**src/design/bblc_pkg.sv**
```systemverilog
// Shared types, constants and helpers of the Bayer black-level correction block.
// No dependencies; every other design file imports this package.

package bblc_pkg;

   localparam int SAMPLE_BITS_DEFAULT        = 16;
   localparam int GAIN_FRACTION_BITS_DEFAULT = 10;

   localparam int SAMPLE_FIELD_BITS = 16;
   localparam int LEVEL_BITS        = 15;
   localparam int PATTERN_BITS      = 2;
   localparam int PLANE_BITS        = 2;
   localparam int COLOR_BITS        = 2;
   localparam int NUM_COLORS        = 4;
   localparam int CSR_INDEX_BITS    = 3;
   localparam int CSR_DATA_BITS     = 15;

   typedef logic [CSR_INDEX_BITS-1:0] csr_index_type;

   localparam csr_index_type REG_RED_LEVEL        = 3'd0;
   localparam csr_index_type REG_GREEN_RED_LEVEL  = 3'd1;
   localparam csr_index_type REG_GREEN_BLUE_LEVEL = 3'd2;
   localparam csr_index_type REG_BLUE_LEVEL       = 3'd3;
   localparam csr_index_type REG_BAYER_PATTERN    = 3'd4;

   typedef struct packed {
      logic [PLANE_BITS-1:0]        plane;
      logic [SAMPLE_FIELD_BITS-1:0] sample;
   } req_type;

   typedef struct packed {
      logic [SAMPLE_FIELD_BITS-1:0] corrected;
      logic [COLOR_BITS-1:0]        color;
   } rsp_type;

   typedef struct packed {
      logic [NUM_COLORS-1:0][LEVEL_BITS-1:0] level;
      logic [PATTERN_BITS-1:0]               pattern;
   } cal_type;

   typedef struct packed {
      logic busy;
      logic done;
   } div_status_type;

   // RGGB/GRBG/GBRG/BGGR order the 2x2 cell so that the color code is the
   // plane code flipped by the pattern code.
   function automatic logic [COLOR_BITS-1:0] color_of(
      input logic [PATTERN_BITS-1:0] pattern,
      input logic [PLANE_BITS-1:0]   plane
   );
      return COLOR_BITS'(plane ^ pattern);
   endfunction

endpackage

```
**src/design/bblc_gain_div.sv**
```systemverilog
// Restoring divider for the per-color gain: floor((SMAX << FRAC) / divisor).
// One quotient bit per cycle. Depends on bblc_pkg.

module bblc_gain_div
   import bblc_pkg::*;
#(
   parameter int SAMPLE_BITS        = SAMPLE_BITS_DEFAULT,
   parameter int GAIN_FRACTION_BITS = GAIN_FRACTION_BITS_DEFAULT
) (
   input  logic                                      clock,
   input  logic                                      reset,
   input  logic                                      start,
   input  logic [SAMPLE_BITS-1:0]                    divisor,
   output div_status_type                            status,
   output logic [SAMPLE_BITS+GAIN_FRACTION_BITS-1:0] quotient
);

   localparam int NUM_BITS = SAMPLE_BITS + GAIN_FRACTION_BITS;
   localparam int CNT_BITS = $clog2(NUM_BITS);
   localparam logic [NUM_BITS-1:0] NUMERATOR =
      {{SAMPLE_BITS{1'b1}}, {GAIN_FRACTION_BITS{1'b0}}};

   logic                   busy_ff, done_ff;
   logic [CNT_BITS-1:0]    count_ff;
   logic [SAMPLE_BITS-1:0] rem_ff, rem_in;
   logic [SAMPLE_BITS-1:0] divisor_ff;
   logic [NUM_BITS-1:0]    quot_ff;
   logic [SAMPLE_BITS:0]   rem_shift;
   logic                   fits;

   assign rem_shift = {rem_ff, NUMERATOR[count_ff]};
   assign fits      = rem_shift >= {1'b0, divisor_ff};
   assign rem_in    = fits ? SAMPLE_BITS'(rem_shift - {1'b0, divisor_ff})
                           : SAMPLE_BITS'(rem_shift);

   always_ff @(posedge clock) begin
      if (reset) begin
         busy_ff  <= 1'b0;
         done_ff  <= 1'b0;
         count_ff <= '0;
      end else begin
         done_ff <= 1'b0;
         if (start) begin
            busy_ff  <= 1'b1;
            count_ff <= CNT_BITS'(NUM_BITS - 1);
         end else if (busy_ff) begin
            if (count_ff == '0) begin
               busy_ff <= 1'b0;
               done_ff <= 1'b1;
            end else begin
               count_ff <= count_ff - 1'b1;
            end
         end
      end
   end

   always_ff @(posedge clock) begin
      if (start) begin
         rem_ff     <= '0;
         divisor_ff <= divisor;
      end else if (busy_ff) begin
         rem_ff  <= rem_in;
         quot_ff <= {quot_ff[NUM_BITS-2:0], fits};
      end
   end

   assign status   = '{busy: busy_ff, done: done_ff};
   assign quotient = quot_ff;

   a_done_after_last_step: assert property (@(posedge clock) disable iff (reset)
      done_ff |-> $past(busy_ff) && ($past(count_ff) == '0))
      else $error("divider finished without a final step");

endmodule

```
**src/design/bblc_csr.sv**
```systemverilog
// Configuration registers and per-color gain store, with the gain divider.
// Depends on bblc_pkg and bblc_gain_div.

module bblc_csr
   import bblc_pkg::*;
#(
   parameter int SAMPLE_BITS        = SAMPLE_BITS_DEFAULT,
   parameter int GAIN_FRACTION_BITS = GAIN_FRACTION_BITS_DEFAULT
) (
   input  logic                                                  clock,
   input  logic                                                  reset,
   input  logic                                                  csr_valid,
   output logic                                                  csr_ready,
   input  csr_index_type                                         csr_index,
   input  logic [CSR_DATA_BITS-1:0]                              csr_data,
   output cal_type                                               cal,
   output logic [NUM_COLORS-1:0][SAMPLE_BITS+GAIN_FRACTION_BITS-1:0] gains,
   output logic                                                  gain_busy
);

   localparam int GAIN_BITS = SAMPLE_BITS + GAIN_FRACTION_BITS;
   localparam logic [SAMPLE_FIELD_BITS-1:0] SMAX = SAMPLE_FIELD_BITS'((1 << SAMPLE_BITS) - 1);
   localparam logic [GAIN_BITS-1:0] UNITY = GAIN_BITS'(1) << GAIN_FRACTION_BITS;

   cal_type                                   cal_ff;
   logic [NUM_COLORS-1:0][GAIN_BITS-1:0]      gain_ff;
   logic [COLOR_BITS-1:0]                     target_ff;
   logic                                      wr;
   logic                                      level_wr;
   logic [LEVEL_BITS-1:0]                     level_in;
   logic                                      level_full;
   logic                                      div_start;
   logic [SAMPLE_BITS-1:0]                    divisor;
   div_status_type                            div_status;
   logic [GAIN_BITS-1:0]                      quotient;

   assign csr_ready  = !(div_status.busy || div_status.done);
   assign wr         = csr_valid && csr_ready;
   assign level_in   = csr_data[LEVEL_BITS-1:0];
   assign level_full = {1'b0, level_in} >= SMAX;
   assign divisor    = SAMPLE_BITS'(SMAX - {1'b0, level_in});
   assign div_start  = wr && level_wr && !level_full;

   always_comb begin
      unique case (csr_index)
         REG_RED_LEVEL, REG_GREEN_RED_LEVEL,
         REG_GREEN_BLUE_LEVEL, REG_BLUE_LEVEL: level_wr = 1'b1;
         default:                              level_wr = 1'b0;
      endcase
   end

   bblc_gain_div #(
      .SAMPLE_BITS        (SAMPLE_BITS),
      .GAIN_FRACTION_BITS (GAIN_FRACTION_BITS)
   ) u_div (
      .clock    (clock),
      .reset    (reset),
      .start    (div_start),
      .divisor  (divisor),
      .status   (div_status),
      .quotient (quotient)
   );

   always_ff @(posedge clock) begin
      if (reset) begin
         cal_ff    <= '0;
         gain_ff   <= {NUM_COLORS{UNITY}};
         target_ff <= '0;
      end else begin
         if (wr && level_wr) begin
            cal_ff.level[csr_index[COLOR_BITS-1:0]] <= level_in;
            target_ff <= csr_index[COLOR_BITS-1:0];
            // level at or past full scale: unity gain, no division
            if (level_full) begin
               gain_ff[csr_index[COLOR_BITS-1:0]] <= UNITY;
            end
         end else if (wr && csr_index == REG_BAYER_PATTERN) begin
            cal_ff.pattern <= csr_data[PATTERN_BITS-1:0];
         end
         if (div_status.done) begin
            gain_ff[target_ff] <= quotient;
         end
      end
   end

   assign cal       = cal_ff;
   assign gains     = gain_ff;
   assign gain_busy = div_status.busy;

   a_start_runs_divider: assert property (@(posedge clock) disable iff (reset)
      div_start |=> div_status.busy && !csr_ready)
      else $error("level write did not start a gain update");

endmodule

```
**src/design/bblc_datapath.sv**
```systemverilog
// Sample path: input register, level subtract, gain multiply, saturate, result register.
// Depends on bblc_pkg.

module bblc_datapath
   import bblc_pkg::*;
#(
   parameter int SAMPLE_BITS        = SAMPLE_BITS_DEFAULT,
   parameter int GAIN_FRACTION_BITS = GAIN_FRACTION_BITS_DEFAULT
) (
   input  logic                                                  clock,
   input  logic                                                  reset,
   input  logic                                                  req_valid,
   output logic                                                  req_ready,
   input  req_type                                               req_data,
   output logic                                                  rsp_valid,
   input  logic                                                  rsp_ready,
   output rsp_type                                               rsp_data,
   input  cal_type                                               cal,
   input  logic [NUM_COLORS-1:0][SAMPLE_BITS+GAIN_FRACTION_BITS-1:0] gains,
   input  logic                                                  gain_busy
);

   localparam int GAIN_BITS = SAMPLE_BITS + GAIN_FRACTION_BITS;
   localparam int PROD_BITS = SAMPLE_BITS + GAIN_BITS;
   localparam logic [SAMPLE_FIELD_BITS-1:0] SMAX = SAMPLE_FIELD_BITS'((1 << SAMPLE_BITS) - 1);

   logic                         s1_valid_ff;
   req_type                      s1_data_ff;
   logic                         rsp_valid_ff;
   rsp_type                      rsp_data_ff, rsp_data_in;
   logic                         out_free, s1_free, s1_adv;
   logic [COLOR_BITS-1:0]        color;
   logic [SAMPLE_FIELD_BITS-1:0] level, clamped, diff_wide;
   logic [SAMPLE_BITS-1:0]       diff, scaled;
   logic [PROD_BITS-1:0]         product;

   assign out_free  = !rsp_valid_ff || rsp_ready;
   assign s1_free   = !s1_valid_ff || out_free;
   assign s1_adv    = s1_valid_ff && out_free;
   assign req_ready = s1_free && !gain_busy;

   always_comb begin
      color     = color_of(cal.pattern, s1_data_ff.plane);
      level     = SAMPLE_FIELD_BITS'(cal.level[color]);
      clamped   = (s1_data_ff.sample > SMAX) ? SMAX : s1_data_ff.sample;
      diff_wide = (clamped > level) ? clamped - level : '0;
      diff      = diff_wide[SAMPLE_BITS-1:0];
      product   = PROD_BITS'(diff) * PROD_BITS'(gains[color]);
      if (|product[PROD_BITS-1:GAIN_FRACTION_BITS+SAMPLE_BITS]) begin
         scaled = '1;
      end else begin
         scaled = product[GAIN_FRACTION_BITS +: SAMPLE_BITS];
      end
      rsp_data_in.corrected = SAMPLE_FIELD_BITS'(scaled);
      rsp_data_in.color     = color;
   end

   always_ff @(posedge clock) begin
      if (reset) begin
         s1_valid_ff  <= 1'b0;
         rsp_valid_ff <= 1'b0;
      end else begin
         if (s1_free) begin
            s1_valid_ff <= req_valid && req_ready;
         end
         if (out_free) begin
            rsp_valid_ff <= s1_valid_ff;
         end
      end
   end

   always_ff @(posedge clock) begin
      if (req_valid && req_ready) begin
         s1_data_ff <= req_data;
      end
      if (s1_adv) begin
         rsp_data_ff <= rsp_data_in;
      end
   end

   assign rsp_valid = rsp_valid_ff;
   assign rsp_data  = rsp_data_ff;

   a_result_from_stage: assert property (@(posedge clock) disable iff (reset)
      $rose(rsp_valid_ff) |-> $past(s1_valid_ff))
      else $error("result appeared without a word in the input stage");

   a_full_pipe_blocks: assert property (@(posedge clock) disable iff (reset)
      s1_valid_ff && rsp_valid_ff && !rsp_ready |-> !req_ready)
      else $error("word accepted while both stages are held");

endmodule

```
**src/design/bayer_black_level_correct_rescale_top.sv**
```systemverilog
// Top level of the Bayer black-level correction and rescale block.
// Depends on bblc_pkg, bblc_csr and bblc_datapath.
//
//  channel  direction  handshake               payload
//  req      in         req_valid / req_ready   req_data (plane, sample)
//  rsp      out        rsp_valid / rsp_ready   rsp_data (corrected, color)
//  csr      in         csr_valid / csr_ready   csr_index, csr_data
//
// One word per cycle while rsp is not stalled and no gain is being recomputed; a taken word
// passes through the input register and the result register. A level write below full scale
// reruns that color's gain division, one quotient bit per cycle, and one at or past full
// scale sets unity gain; csr is held off until the gain lands, req while the divider is busy.
// Reset is synchronous: levels and pattern clear, gains return to unity.
// A stall on rsp holds the result register; the input stage still takes a word while empty.

module bayer_black_level_correct_rescale_top
   import bblc_pkg::*;
#(
   parameter int SAMPLE_BITS        = SAMPLE_BITS_DEFAULT,
   parameter int GAIN_FRACTION_BITS = GAIN_FRACTION_BITS_DEFAULT
) (
   input  logic                     clock,
   input  logic                     reset,
   input  logic                     req_valid,
   output logic                     req_ready,
   input  req_type                  req_data,
   output logic                     rsp_valid,
   input  logic                     rsp_ready,
   output rsp_type                  rsp_data,
   input  logic                     csr_valid,
   output logic                     csr_ready,
   input  csr_index_type            csr_index,
   input  logic [CSR_DATA_BITS-1:0] csr_data
);

   localparam int GAIN_BITS = SAMPLE_BITS + GAIN_FRACTION_BITS;

   cal_type                              cal;
   logic [NUM_COLORS-1:0][GAIN_BITS-1:0] gains;
   logic                                 gain_busy;

   // registers, gain store and the divider that refreshes it
   bblc_csr #(
      .SAMPLE_BITS        (SAMPLE_BITS),
      .GAIN_FRACTION_BITS (GAIN_FRACTION_BITS)
   ) u_csr (
      .clock     (clock),
      .reset     (reset),
      .csr_valid (csr_valid),
      .csr_ready (csr_ready),
      .csr_index (csr_index),
      .csr_data  (csr_data),
      .cal       (cal),
      .gains     (gains),
      .gain_busy (gain_busy)
   );

   // sample path; hold off new words while a gain is being recomputed
   bblc_datapath #(
      .SAMPLE_BITS        (SAMPLE_BITS),
      .GAIN_FRACTION_BITS (GAIN_FRACTION_BITS)
   ) u_datapath (
      .clock     (clock),
      .reset     (reset),
      .req_valid (req_valid),
      .req_ready (req_ready),
      .req_data  (req_data),
      .rsp_valid (rsp_valid),
      .rsp_ready (rsp_ready),
      .rsp_data  (rsp_data),
      .cal       (cal),
      .gains     (gains),
      .gain_busy (gain_busy)
   );

endmodule

```
**config.mk**
```make
export PLATFORM = sky130hd
export DESIGN_NAME = bayer_black_level_correct_rescale_top
export DESIGN_NICKNAME = d
export VERILOG_FILES = /design/src/design/bblc_pkg.sv /design/src/design/bblc_gain_div.sv /design/src/design/bblc_csr.sv /design/src/design/bblc_datapath.sv /design/src/design/bayer_black_level_correct_rescale_top.sv
export SDC_FILE = /design/constraint.sdc
export NUM_CORES = 2
export LEC_CHECK = 0
export BUFFER_PORTS_ARGS = -buffer_cell sky130_fd_sc_hd__buf_2
export CORE_MARGIN = 5
export CORE_UTILIZATION = 25
export CTS_CLUSTER_SIZE = 14
export DETAILED_ROUTE_END_ITERATION = 6
export HOLD_SLACK_MARGIN = 0.08
export PLACE_DENSITY = 0.41
export SETUP_SLACK_MARGIN = 0.4
export SLEW_MARGIN = 20
export SYNTH_ARGS = -nofsm -noshare
export SYNTH_HDL_FRONTEND = slang
export SYNTH_HIERARCHICAL = 1
export SYNTH_SLANG_ARGS = --single-unit
```
**constraint.sdc**
```tcl
create_clock -name clock -period 22.3 [get_ports clock]
set_input_delay 6.69 -clock clock [delete_from_list [all_inputs] [get_ports clock]]
set_output_delay 6.69 -clock clock [all_outputs]
set_load 0.05 [all_outputs]
```
==> impl_metrics.csv <==
group,metric,value,unit
outcome,status,"completed",
yosys,ys_types,95,
grt,grt_overflow_total,0,
clock_tree,cts_resized,0,
clock_tree,cts_buffer_depth,3,
die,start_util,0.253,
timing,finClkSkew,15.4,ps
timing,max_slew_margin,0.162,
critical_path,cp.arrival,7410,ps
power,p_leak,11.8,nW
die,fp-row-count,119,
yosys,ys_async_sr_fraction,0,
yosys,synthXorXnorAreaFrac,0.0147,
placed_design,hpwl,64700,microns
routing,ant_nets,0,
yosys,syn_avg_cell_area,8.71,sq um
yosys,ys_seq_elements,271,
yosys,syn_nets,3579,
yosys,syn_inst,3060,
grt,grt_max_degree,97,
critical_path,cp_max_fo,4,
power,p_total,3.71,mW
grt,grt_pass1_vias,21500,
yosys,yosys_warnings,6,
placed_design,portBuffers,61,
job,maxCapViolations,0,
clock_tree,cts_htree_levels,1,
routing,wl_per_cell,19.3,microns
clock_tree,ctsHoldBuffers,0,
placed_design,gp_congestion,0.826,
die,die_w,337,microns
clock_tree,numCtsBuffers,31,
critical_path,startpoint_type,"input port",
final_layout,drive_gt1_frac,0.0788,
yosys,synth_adder_area_share,0.319,
grt,antenna_found_initial,1,
power,power.density,127,nW/um^2
grt,grt_pass1_wl,133000,microns
placed_design,place_inst,4377,
final_layout,nets,3538,
power,peakVddDrop,91.2,uV
final_layout,stdcell_count,4435,
timing,finalSetupViolations,0,
grt,grtUsageTotal,0.150,
routing,drtIter0Drc,1167,
timing,worstMarginPinSlew,1250,ps
clock_tree,cts_tree,"yes",
hold_path,min_path_type,"flip-flop to flip-flop",
die,num_io_pins,62,
critical_path,worstSetupPathType,"input port to primary output",
final_layout,final_cell_mix,"nand2_1 (568), inv_1 (398), fa_1 (335), nor2_1 (219), dfxtp_1 (193)",
timing,rsz0062_at_grt,"no",
critical_path,worstSetupEndpointType,"primary output",
routing,num_vias,20600,
yosys,yosysSeqAreaShare,0.233,
yosys,synth_compound_area_frac,0.108,
die,dieArea,113000,sq um
final_layout,diodes,0,
timing,finalHoldViolations,0,
die,core_region_area,106000,sq um
routing,viasPerCell,4.65,
clock_tree,clk-insertion-delay-late,600,ps
timing,fmax,70.9,MHz
timing,fin_crit_sh,0.632,
critical_path,worstPathRequired,15610,ps
final_layout,n_fill_cell,11400,
routing,drc,0,
timing,min_period,14100,ps
yosys,synth_mux_area_frac,0.0390,
clock_tree,clock-sinks,271,
final_layout,layout_commonest_cell,"nand2_1",
yosys,synth_top_family_by_area,"adder cells",
clock_tree,clk_pin_slew,60,ps
yosys,synthSimpleGateAreaFrac,0.201,
yosys,synth_ff_type,"dfxtp_1",
yosys,synth-edff-count,78,
clock_tree,clockRootBuffer,"clkbuf_16",
clock_tree,post_cts_buffers,0,
timing,fin_setup_tns,0,ps
die,die-height,337,microns
final_layout,area_growth,9.83,%
routing,wl,85400,microns
yosys,syn_area,26700,sq um
timing,slew_violations,0,
routing,firstDrtPassIters,5,
==> registers in the layout, indices dropped and copies added (netlist names), 5 cells and up <==
signal / cells
u_csr/gains: 104
u_csr/cal: 62
u_csr/u_div/quotient: 26
u_datapath/rsp_data: 18
u_datapath/s1_data_ff: 18
u_csr/u_div/divisor_ff: 16
u_csr/u_div/rem_ff: 16
u_csr/u_div/count_ff: 5
==> path summary, 6_finish.rpt <==
path                                        from                               endpoint  slack (ps)  cells after the start
min reg2reg         u_csr/gains[34]$_SDFFE_PP0P_           u_csr/gains[34]$_SDFFE_PP0P_         450                      2
max                                    rsp_ready                              req_ready        8200                      4
min                 u_csr/gains[34]$_SDFFE_PP0P_           u_csr/gains[34]$_SDFFE_PP0P_         450                      2
max reg2reg  u_datapath/s1_data_ff[17]$_DFFE_PP_  u_datapath/rsp_data[17]$_SDFFCE_PP1P_        9950                     35
==> routing by layer <==
metal,track usage,vias to the layer above,share of wire
li1,-,9879,-
met1,0.209,10300,0.47
met2,0.247,334,0.46
met3,0.0217,87,0.042
met4,0.0378,0,0.026
met5,0,-,0
==> worst max-delay path, cell delays in order <==
cell,delay [ps]
buf_2,90
nor2b_1,240
a21oi_1,130
buf_2,260
==> stage by stage <==
step                      setup slack [ps]  utilization  instance area, sq um  hold slack, ps
after floorplan                       8050            -                 26700             433
after global placement                8150        0.268                 28300             441
after detailed placement              8200        0.268                 28300             447
after CTS                             8200        0.277                 29300             455
after global routing                  8110        0.277                 29300             470
final                                 8200        0.277                 29300             453
==> area by class of cell <==
cell class,instances,area (sq um),area share
Multi-Input combinational cell,2214,18200,0.623
Sequential cell,271,6210,0.212
Clock inverter,11,85.1,0.00291
Timing Repair Buffer,98,586,0.0200
Clock buffer,47,896,0.0306
Tap cell,1391,1740,0.0594
Inverter,403,1520,0.0520
==> cell families after synthesis <==
kind of cell	count (synthesis)
xor gates and xnor gates	44
DFF	271
other	1
muxes	75
adders and majority gates	478
and+or+nand+nor	1165
AOI/OAI and AO/OA	451
buffers and inverters	575
==> Yosys cell counts (25+ instances only) <==
library cell,number,area (sq um)
nand2_1,568,2130
inv_1,398,1490
fa_1,335,6710
nor2_1,220,826
dfxtp_1,193,3860
a21oi_1,171,856
clkbuf_1,147,552
ha_1,143,1790
edfxtp_1,78,2340
o21ai_0,78,390
nand2b_1,77,482
nand3_1,58,290
nor3_1,54,270
mux2i_1,52,521
o21a_1,31,233
and3_1,29,181
xnor2_1,25,219
==> power by group <==
| part | internal [mW] | switching (mW) |
|---|---|---|
| combinational | 0.938 | 1.74 |
| sequential | 0.528 | 0.0161 |
| clock | 0.278 | 0.215 |
| total | 1.74 | 1.97 |
Note: power is estimated with default switching activity, not from simulation.
